==> config.mk <==
export PLATFORM = sky130hd
export DESIGN_NAME = signed_int_to_decimal_ascii
export DESIGN_NICKNAME = d
export VERILOG_FILES = /design/src/sitda_pkg.sv /design/src/sitda_dabble.sv /design/src/signed_int_to_decimal_ascii.sv
export SDC_FILE = /design/constraint.sdc
export NUM_CORES = 1
export LEC_CHECK = 0
export ABC_CLOCK_PERIOD_IN_PS = 9150
export BUFFER_PORTS_ARGS = -buffer_cell sky130_fd_sc_hd__buf_4
export CAP_MARGIN = 20
export CELL_PAD_IN_SITES_DETAIL_PLACEMENT = 2
export CELL_PAD_IN_SITES_GLOBAL_PLACEMENT = 2
export CORE_MARGIN = 2
export CORE_UTILIZATION = 35
export CTS_CLUSTER_DIAMETER = 120
export DETAILED_ROUTE_END_ITERATION = 16
export PLACE_DENSITY = 0.73
export SYNTH_ARGS = -nofsm -noshare
export SYNTH_HDL_FRONTEND = slang
export SYNTH_HIERARCHICAL = 1
export SYNTH_SLANG_ARGS = --single-unit
==> constraint.sdc <==
create_clock -name clk -period 9.15 [get_ports clk]
set_clock_uncertainty 0.05 [all_clocks]
set_input_delay 0.4575 -clock clk [delete_from_list [all_inputs] [get_ports clk]]
set_output_delay 0.4575 -clock clk [all_outputs]
set_load 0.1 [all_outputs]
==> src/sitda_pkg.sv <==
`default_nettype none

package sitda_pkg;

	localparam int VALUE_WIDTH = 64;
	localparam int CHAR_WIDTH  = 8;

	localparam logic [CHAR_WIDTH-1:0] CHAR_ZERO  = 8'd48;
	localparam logic [CHAR_WIDTH-1:0] CHAR_MINUS = 8'd45;
	localparam logic [3:0]            RADIX_MAX  = 4'd9;

	typedef struct packed {
		logic start;
		logic shift;
	} dab_ctl_t;

endpackage

`default_nettype wire

==> src/sitda_dabble.sv <==
`default_nettype none

module sitda_dabble #(
	parameter int DATA_WIDTH = 64,
	parameter int NDIG       = 20
) (
	input  wire                      clk,
	input  wire                      arst_n,
	input  sitda_pkg::dab_ctl_t      ctl,
	input  wire  [DATA_WIDTH-1:0]    mag,
	output logic                     busy,
	output logic [3:0]               top_digit
);

	localparam int CW = $clog2(DATA_WIDTH + 1);
	localparam int BW = NDIG * 4;

	logic [CW-1:0]         cnt_q;
	logic [DATA_WIDTH-1:0] mag_q;
	logic [BW-1:0]         bcd_q;
	logic [BW-1:0]         adj;

	// add three to every digit of five or more before the shift
	always_comb begin
		logic [3:0] d;
		adj = '0;
		for (int i = 0; i < NDIG; i++) begin
			d = bcd_q[i*4 +: 4];
			adj[i*4 +: 4] = (d >= 4'd5) ? d + 4'd3 : d;
		end
	end

	always_ff @(posedge clk or negedge arst_n) begin
		if (!arst_n) begin
			cnt_q <= '0;
		end else if (ctl.start) begin
			cnt_q <= CW'(DATA_WIDTH);
		end else if (cnt_q != '0) begin
			cnt_q <= cnt_q - 1'b1;
		end
	end

	always_ff @(posedge clk) begin
		if (ctl.start) begin
			mag_q <= mag;
			bcd_q <= '0;
		end else if (cnt_q != '0) begin
			bcd_q <= {adj[BW-2:0], mag_q[DATA_WIDTH-1]};
			mag_q <= {mag_q[DATA_WIDTH-2:0], 1'b0};
		end else if (ctl.shift) begin
			bcd_q <= {bcd_q[BW-5:0], 4'd0};
		end
	end

	assign busy      = (cnt_q != '0);
	assign top_digit = bcd_q[BW-1 -: 4];

endmodule

`default_nettype wire

==> src/signed_int_to_decimal_ascii.sv <==
// channel  | valid       | stall       | payload
// input    | item_valid  | item_stall  | value
// output   | text_valid  | text_stall  | character, last
//
// an input transfer starts a bit-serial double dabble conversion; then leading zero digits are skipped,
// the skip state is left, a minus sign is sent when the value is negative, each digit is sent in turn
// and the control returns to idle
// arst_n clears the control state and the output valid
// text_stall holds the current character; item_stall stays high until the last
// character of the previous number has moved into the output register
`default_nettype none

module signed_int_to_decimal_ascii #(
	parameter int DATA_WIDTH = 64
) (
	input  wire                                   clk,
	input  wire                                   arst_n,
	input  wire                                   item_valid,
	output logic                                  item_stall,
	input  wire  [sitda_pkg::VALUE_WIDTH-1:0]     value,
	output logic                                  text_valid,
	input  wire                                   text_stall,
	output logic [sitda_pkg::CHAR_WIDTH-1:0]      character,
	output logic                                  last
);

	localparam int NDIG = ((DATA_WIDTH * 1233) >> 12) + 1;
	localparam int RW   = $clog2(NDIG + 1);

	localparam logic [2:0] ST_IDLE = 3'd0;
	localparam logic [2:0] ST_CONV = 3'd1;
	localparam logic [2:0] ST_SKIP = 3'd2;
	localparam logic [2:0] ST_SIGN = 3'd3;
	localparam logic [2:0] ST_EMIT = 3'd4;

	logic [2:0]                          state_q;
	logic                                neg_q;
	logic [RW-1:0]                       rem_q;
	logic                                text_valid_q;
	logic [sitda_pkg::CHAR_WIDTH-1:0]    character_q;
	logic                                last_q;

	sitda_pkg::dab_ctl_t                 ctl;
	logic [DATA_WIDTH-1:0]               raw;
	logic [DATA_WIDTH-1:0]               mag;
	logic                                busy;
	logic [3:0]                          top_digit;
	logic                                accept;
	logic                                out_free;
	logic                                load_sign;
	logic                                load_digit;

	assign raw      = value[DATA_WIDTH-1:0];
	assign mag      = raw[DATA_WIDTH-1] ? (~raw + {{(DATA_WIDTH-1){1'b0}}, 1'b1}) : raw;
	assign accept   = item_valid && !item_stall;
	assign out_free = !text_valid_q || !text_stall;

	assign item_stall = (state_q != ST_IDLE);
	assign load_sign  = (state_q == ST_SIGN) && out_free;
	assign load_digit = (state_q == ST_EMIT) && out_free;

	always_comb begin
		ctl.start = accept;
		ctl.shift = load_digit ||
			((state_q == ST_SKIP) && (top_digit == 4'd0) && (rem_q > RW'(1)));
	end

	sitda_dabble #(
		.DATA_WIDTH(DATA_WIDTH),
		.NDIG      (NDIG)
	) u_dabble (
		.clk      (clk),
		.arst_n   (arst_n),
		.ctl      (ctl),
		.mag      (mag),
		.busy     (busy),
		.top_digit(top_digit)
	);

	always_ff @(posedge clk or negedge arst_n) begin
		if (!arst_n) begin
			state_q <= ST_IDLE;
			neg_q   <= 1'b0;
			rem_q   <= '0;
		end else begin
			case (state_q)
				ST_IDLE: begin
					if (accept) begin
						neg_q   <= raw[DATA_WIDTH-1];
						rem_q   <= RW'(NDIG);
						state_q <= ST_CONV;
					end
				end
				ST_CONV: begin
					if (!busy) begin
						state_q <= ST_SKIP;
					end
				end
				ST_SKIP: begin
					if (ctl.shift) begin
						rem_q <= rem_q - 1'b1;
					end else begin
						state_q <= neg_q ? ST_SIGN : ST_EMIT;
					end
				end
				ST_SIGN: begin
					if (load_sign) begin
						state_q <= ST_EMIT;
					end
				end
				ST_EMIT: begin
					if (load_digit) begin
						rem_q <= rem_q - 1'b1;
						if (rem_q == RW'(1)) begin
							state_q <= ST_IDLE;
						end
					end
				end
				default: begin
					state_q <= ST_IDLE;
				end
			endcase
		end
	end

	always_ff @(posedge clk or negedge arst_n) begin
		if (!arst_n) begin
			text_valid_q <= 1'b0;
		end else if (load_sign || load_digit) begin
			text_valid_q <= 1'b1;
		end else if (!text_stall) begin
			text_valid_q <= 1'b0;
		end
	end

	always_ff @(posedge clk) begin
		if (load_sign) begin
			character_q <= sitda_pkg::CHAR_MINUS;
			last_q      <= 1'b0;
		end else if (load_digit) begin
			character_q <= sitda_pkg::CHAR_ZERO + {4'd0, top_digit};
			last_q      <= (rem_q == RW'(1));
		end
	end

	assign text_valid = text_valid_q;
	assign character  = character_q;
	assign last       = last_q;

	ap_char_range: assert property (@(posedge clk) disable iff (!arst_n)
		text_valid_q |-> (character_q == sitda_pkg::CHAR_MINUS ||
			(character_q >= sitda_pkg::CHAR_ZERO &&
			 character_q <= sitda_pkg::CHAR_ZERO + {4'd0, sitda_pkg::RADIX_MAX})))
		else $error("character out of range");

	ap_minus_not_last: assert property (@(posedge clk) disable iff (!arst_n)
		(text_valid_q && character_q == sitda_pkg::CHAR_MINUS) |-> !last_q)
		else $error("minus sign flagged last");

	ap_start_conv: assert property (@(posedge clk) disable iff (!arst_n)
		accept |=> (busy && state_q == ST_CONV))
		else $error("conversion did not start");

	ap_rem_nonzero: assert property (@(posedge clk) disable iff (!arst_n)
		(state_q == ST_SKIP || state_q == ST_SIGN || state_q == ST_EMIT) |-> (rem_q != '0))
		else $error("digit count ran out");

	ap_digit_range: assert property (@(posedge clk) disable iff (!arst_n)
		(state_q == ST_EMIT) |-> (top_digit <= sitda_pkg::RADIX_MAX))
		else $error("invalid bcd digit");

endmodule

`default_nettype wire
After elaboration in Yosys (flattened, before gate mapping)
Cells that the tools add are included.
{"block": "totals", "regBits": 170, "latch_bits": 0, "mem_bits_rw": 0, "mem_bits_ro": 0, "input_bits": 68, "n_memories": 0}
{"block": "op_classes", "addsub": 24, "n_mul": 0, "div": 0, "n_lt_le_gt_ge": 21, "n_eq_ne": 13, "n_shift": 0, "muxes": 41, "bitwise_logic": 1, "reduce_logical": 21}
{"cell": "64-bit 2-to-1 mux", "count": 3}
{"cell": "80-bit 2-to-1 mux", "count": 2}
{"cell": "4-bit by 3-bit greater-or-equal comparator with 1-bit output (second input constant)", "count": 20}
{"cell": "4-bit by 2-bit adder with 4-bit output (second input constant)", "count": 19}
{"cell": "4-bit 2-to-1 mux", "count": 19}
{"cell": "64-bit by 1-bit adder with 64-bit output (second input constant)", "count": 1}
{"cell": "64-bit inverter", "count": 1}
{"cell": "3-bit 2-to-1 mux", "count": 8}
{"cell": "5-bit 2-to-1 mux", "count": 3}
{"cell": "3-bit case mux with 5 select lines", "count": 1}
{"cell": "5-bit case mux with 3 select lines", "count": 1}
{"cell": "7-bit 2-to-1 mux", "count": 2}
{"cell": "2-bit inequality test (second input constant)", "count": 6}
{"cell": "6-bit by 4-bit adder with 7-bit output (first input constant)", "count": 1}
{"cell": "7-bit nonzero test", "count": 1}
{"cell": "7-bit by 1-bit subtractor with 7-bit output (second input constant)", "count": 1}
{"cell": "3-bit by 2-bit == test with 1-bit output (second input constant)", "count": 2}
{"cell": "6-bit AND reduction", "count": 1}
{"cell": "3-bit nonzero test", "count": 2}
{"cell": "5-bit by 1-bit == test with 1-bit output (second input constant)", "count": 1}
{"cell": "5-bit by 1-bit greater-than comparator with 1-bit output (second input constant)", "count": 1}
{"cell": "1-bit logical AND", "count": 5}
{"cell": "5-bit by 1-bit subtractor with 5-bit output (second input constant)", "count": 1}
{"cell": "4-bit logical NOT", "count": 1}
{"cell": "11 further kinds", "count": 18}

Longest topological paths before layout
{"block": "logic_depth", "ltp_word": 6, "ltp_mapped": 11, "depth_no_buf": 8}

Hierarchy
The synthesis kept the hierarchy.
{"mod": "sitda_dabble", "instances": 1, "cells_each": 755, "area_each_um2": 8351.8, "seq_area_each_um2": 3698.5}
{"mod": "signed_int_to_decimal_ascii", "instances": 1, "cells_each": 296, "area_each_um2": 2399.8, "seq_area_each_um2": 370.4}

Worst setup path before layout
Ideal clock, no wire load.
{"block": "synth_timing", "kind": "flip-flop to flip-flop", "start": "register state_q[1]", "end": "register u_dabble.mag_q[0], enable pin", "setup_ns": 0.432, "arrival_time_ns": 3.831, "path_slack_ns": 4.837, "stages_incl_launch_ff": 7, "n_path_buf": 3, "synth_period_minus_slack_ns": 4.313, "path_cell_list": "dfrtp_1 clkbuf_1 or3_1 nor2_1 clkbuf_1 clkbuf_1 nand2b_1"}
{"block": "synth_via", "elab_chain_cells": 4}
{"element": "from (decl)", "line_no": "signed_int_to_decimal_ascii.sv:36", "source": "logic [2:0] state_q;"}
{"element": "from (signal assigned)", "line_no": "signed_int_to_decimal_ascii.sv:103", "source": "state_q <= neg_q ? ST_SIGN : ST_EMIT;"}
{"element": "3-bit nonzero test", "line_no": "signed_int_to_decimal_ascii.sv:58", "source": "assign item_stall = (state_q != ST_IDLE);"}
{"element": "via item_stall", "line_no": "signed_int_to_decimal_ascii.sv:19", "source": "output logic item_stall,"}
{"element": "1-bit logical NOT", "line_no": "signed_int_to_decimal_ascii.sv:55", "source": "assign accept = item_valid && !item_stall;"}
{"element": "1-bit logical AND", "line_no": "signed_int_to_decimal_ascii.sv:55"}
{"element": "via accept", "line_no": "signed_int_to_decimal_ascii.sv:48", "source": "logic accept;"}
{"element": "2-bit nonzero test (no line)"}
{"element": "to (signal assigned)", "line_no": "sitda_dabble.sv:45", "source": "mag_q <= mag;"}
{"element": "to (signal assigned)", "line_no": "sitda_dabble.sv:49", "source": "mag_q <= {mag_q[DATA_WIDTH-2:0], 1'b0};"}
{"element": "to (decl)", "line_no": "sitda_dabble.sv:19", "source": "logic [DATA_WIDTH-1:0] mag_q;"}
The timed path passes the listed nets, and every way through them passes these cells.
A chain may end at the register's enable or synchronous reset.

Worst setup path after layout
{"block": "layout_timing", "start": "register u_dabble.cnt_q[0]", "end": "register state_q[1]"}
{"block": "layout_via", "elab_chain_cells": 3}
{"element": "from (decl)", "line_no": "sitda_dabble.sv:18", "source": "logic [CW-1:0] cnt_q;"}
{"element": "from (signal assigned)", "line_no": "sitda_dabble.sv:37", "source": "cnt_q <= CW'(DATA_WIDTH);"}
{"element": "from (signal assigned)", "line_no": "sitda_dabble.sv:39", "source": "cnt_q <= cnt_q - 1'b1;"}
{"element": "7-bit nonzero test", "line_no": "sitda_dabble.sv:55", "source": "assign busy = (cnt_q != '0);"}
{"element": "via busy", "line_no": "signed_int_to_decimal_ascii.sv:46", "source": "logic busy;"}
{"element": "2-bit inequality test (no line)"}
{"element": "6-bit AND reduction (no line)"}
The timed path passes the listed nets, and every way through them passes these cells.

==> metrics.yaml <==
status:
  status: "completed"
clocking:
  h-tree-depth: 4
  clk_latency_ns: 0.44
  tritoncts: "yes"
  cts.sinks: 167
  cts_resized: 0
  cts_max_path_buffers: 2
  cts_made_buffers: 17
  cts_setup_buffers: 0
  root_buffer: "clkbuf_16"
  clk_pin_slew_ns: 0.07
  cts_hold_buf: 1
global_route:
  grt_max_degree: 89
  antenna_found_initial: 0
  grtUsageTotal: 0.183
  grt_overflow: 0
  grt_pass1_wl_um: 47400
  grt_pass1_vias: 9133
pwr:
  pwr-share-clk: 0.197
  netSwitchingFraction: 0.382
  power_frac_comb: 0.422
  power_density_nw_per_um2: 322
  netSwitchingPower_mw: 1.50
  sequentialPowerShare: 0.381
  ir_drop_v: 0.000150
  power.leakage_nw: 4.41
  p_int_mw: 2.42
placed_design:
  gp_congestion: 0.720
  hpwl_um: 18200
  place_ws_ns: 5.39
  portBuffers: 75
routing:
  wl_um: 27800
  wl_met3_um: 868
  num_vias: 8241
  wire_per_inst_um: 18.6
  drt_first_pass_iters: 4
  highest_layer: "met4"
  wl_met1_um: 12600
  drc_errors: 0
  routed-wl-met2_um: 14100
  drt_iter0_markers: 345
  detail-route-antenna-nets: 0
  routed_via_density: 5.52
worst_setup_path:
  crit_arrival_ns: 4.08
  cp_cell_sequence: "inv_1 -> ha_1 -> nor3b_2 -> and2_4 -> buf_4 -> inv_2 -> nand2b_1 -> mux2_2 -> o21ai_0"
  cp-end-kind: "register"
  cp.required_ns: 9.45
  slowest_delay_ns: 0.75
  path_max_fanout: 76
  reg2reg_slack_ns: 5.38
  path_buf_inv: 3
  startpoint_type: "register"
  cp_top_family: "buffers and inverters"
  slowest_stage: "buf_4"
  worstSetupPathType: "register to register"
timing:
  final-hold-violation-count: 0
  tightest_slew_ns: 1.06
  min_period_ns: 3.77
  min_period_over_period: 0.412
  rsz0062_at_grt: "false"
  final-setup-viol-count: 0
  setup_tns_ns: 0
  fin_ws_ns: 5.38
  clock.fmax_ghz: 0.265
  relSlewSlack: 0.291
  hold_ws_ns: 0.281
  slew_viol_final: 0
logic_synthesis:
  synth_warnings: 6
  synth-seq-area-share: 0.378
  synth-edff-count: 64
  netlist_top_cells_area: "edfxtp_1 18%, dfxtp_1 16%, mux2i_1 7.4%"
  ys_ff_latch: 167
  synth_top_area_frac: 0.179
  synthesis.area_sq_um: 10800
  syn_area_per_cell_sq_um: 10.2
  synth_cell_types: 61
  synth_ff_type: "dfxtp_1"
  synth_cells: 1051
  ys_async_sr_fraction: 0.102
  synth_area_leader_cell: "edfxtp_1"
layout:
  nNetsFinal: 1197
  drive_gt1_frac: 0.187
  fillers: 3256
  diodes: 0
  multiInputGateArea_sq_um: 6180
  regArea_sq_um: 4070
  area_delta_synth_final_pct: 13.3
run:
  maxCapViolations: 0
floorplanning:
  die_w_um: 179
  io_pins: 79
  die_y_um: 179
  initial_core_util: 0.353
  core_area_sq_um: 30400
  die_area_sq_um: 32100
  fp-row-count: 64
min_path:
  hold_class: "primary input to register"
## worst register-to-register path: cells and delay by family (launching register included)
kind / cells / cell delay, ns
buf+inv: 3 / 1.43
simple gates: 3 / 1.21
flops: 1 / 0.40
mux: 1 / 0.25
fa+ha+maj: 1 / 0.18
compound gates: 1 / 0.15
## cell usage in the layout, fill, tap and decap left out, drive strengths merged, types with 20 or more instances in the layout
cell     n
mux2i   79
o21a    22
edfxtp  64
mux2    66
nand2b  28
nand2   47
dfxtp   86
clkbuf  23
a21oi   47
inv     55
a211oi  94
o31ai   24
o21ai   42
buf     80
nor3b   39
o211a   20
xnor2   83
ha      45
## synth_stat cells (all sizes together) (3+ instances only)
master / number
nor2: 18
xnor2: 83
mux2i: 79
o21ai: 42
o211a: 20
nand2: 47
nand2b: 28
and2: 4
nor3b: 39
ha: 45
edfxtp: 64
dfrtp: 17
or2: 3
nand3: 14
or3: 13
o22a: 4
a21oi: 47
nor4: 7
inv: 53
mux2: 66
buf: 30
o21a: 22
clkbuf: 38
o31ai: 24
a211oi: 94
dfxtp: 86
o41ai: 16
or4: 14
nor3: 10
## cell families (layout without fill, tap and decap cells)
kind of cell | count (synthesis) | count (layout) | synth area share
other cells | 2 | 3 | 0.000699
mux | 145 | 145 | 0.143
flops | 167 | 167 | 0.378
simple gates | 206 | 206 | 0.115
fa+ha+maj | 45 | 45 | 0.0524
buf+inv | 121 | 166 | 0.0488
compound gates | 281 | 281 | 0.193
xor+xnor | 84 | 84 | 0.0684
## power groups by stage
stage	Sequential, mW	Combinational (mW)	Clock (mW)
after floorplan	1.48	1.25	0
after global routing	1.55	1.86	0.824
final	1.49	1.66	0.771
after detailed placement	1.50	1.65	0
after CTS	1.50	1.68	0.800
after global placement	1.49	1.57	0
## sequential cells by signal, indices dropped and copies added, names as in the netlist
name / cells
u_dabble/bcd_q: 80
u_dabble/mag_q: 64
u_dabble/cnt_q: 7
character: 5
rem_q: 5
state_q: 3
last: 1
neg_q: 1
text_valid: 1
## stage by stage
step | cell area [sq um] | cells | util | power [mW]
final | 12200 | 1493 | 0.400 | 3.92
after global routing | 12200 | 1493 | 0.400 | 4.23
after CTS | 12200 | 1493 | 0.400 | 3.98
after detailed placement | 11500 | 1460 | 0.379 | 3.16
after global placement | 11500 | 1460 | 0.379 | 3.05
after floorplan | 10800 | 1052 | - | 2.73
## worst paths after layout
| kind | start | to | cells after the start |
|---|---|---|---|
| min in group asynchronous | arst_n | rem_q[1] | 2 |
| min reg2reg | character[1] | character[1] | 2 |
| max reg2reg | u_dabble/cnt_q[0] | state_q[1] | 9 |
| max in group asynchronous | arst_n | u_dabble/cnt_q[5] | 2 |
| max | u_dabble/cnt_q[0] | state_q[1] | 9 |
| min | value[0] | u_dabble/mag_q[0] | 2 |
## layout make-up
| class | count | share of cell area |
|---|---|---|
| repair buffers | 81 | 0.0501 |
| flip-flops and latches | 167 | 0.334 |
| multi-input cells | 764 | 0.508 |
| clock inverters | 9 | 0.00935 |
| well taps | 396 | 0.0407 |
| inverters | 53 | 0.0163 |
| clock buffers | 23 | 0.0418 |
## routing by layer
layer / vias to the layer above / track usage
met2: 84 / 0.329
met3: 18 / 0.0386
li1: 3966 / -
met4: 0 / 0.0444
met1: 4173 / 0.221
met5: - / 0
Power figures use the tool's default switching activity.
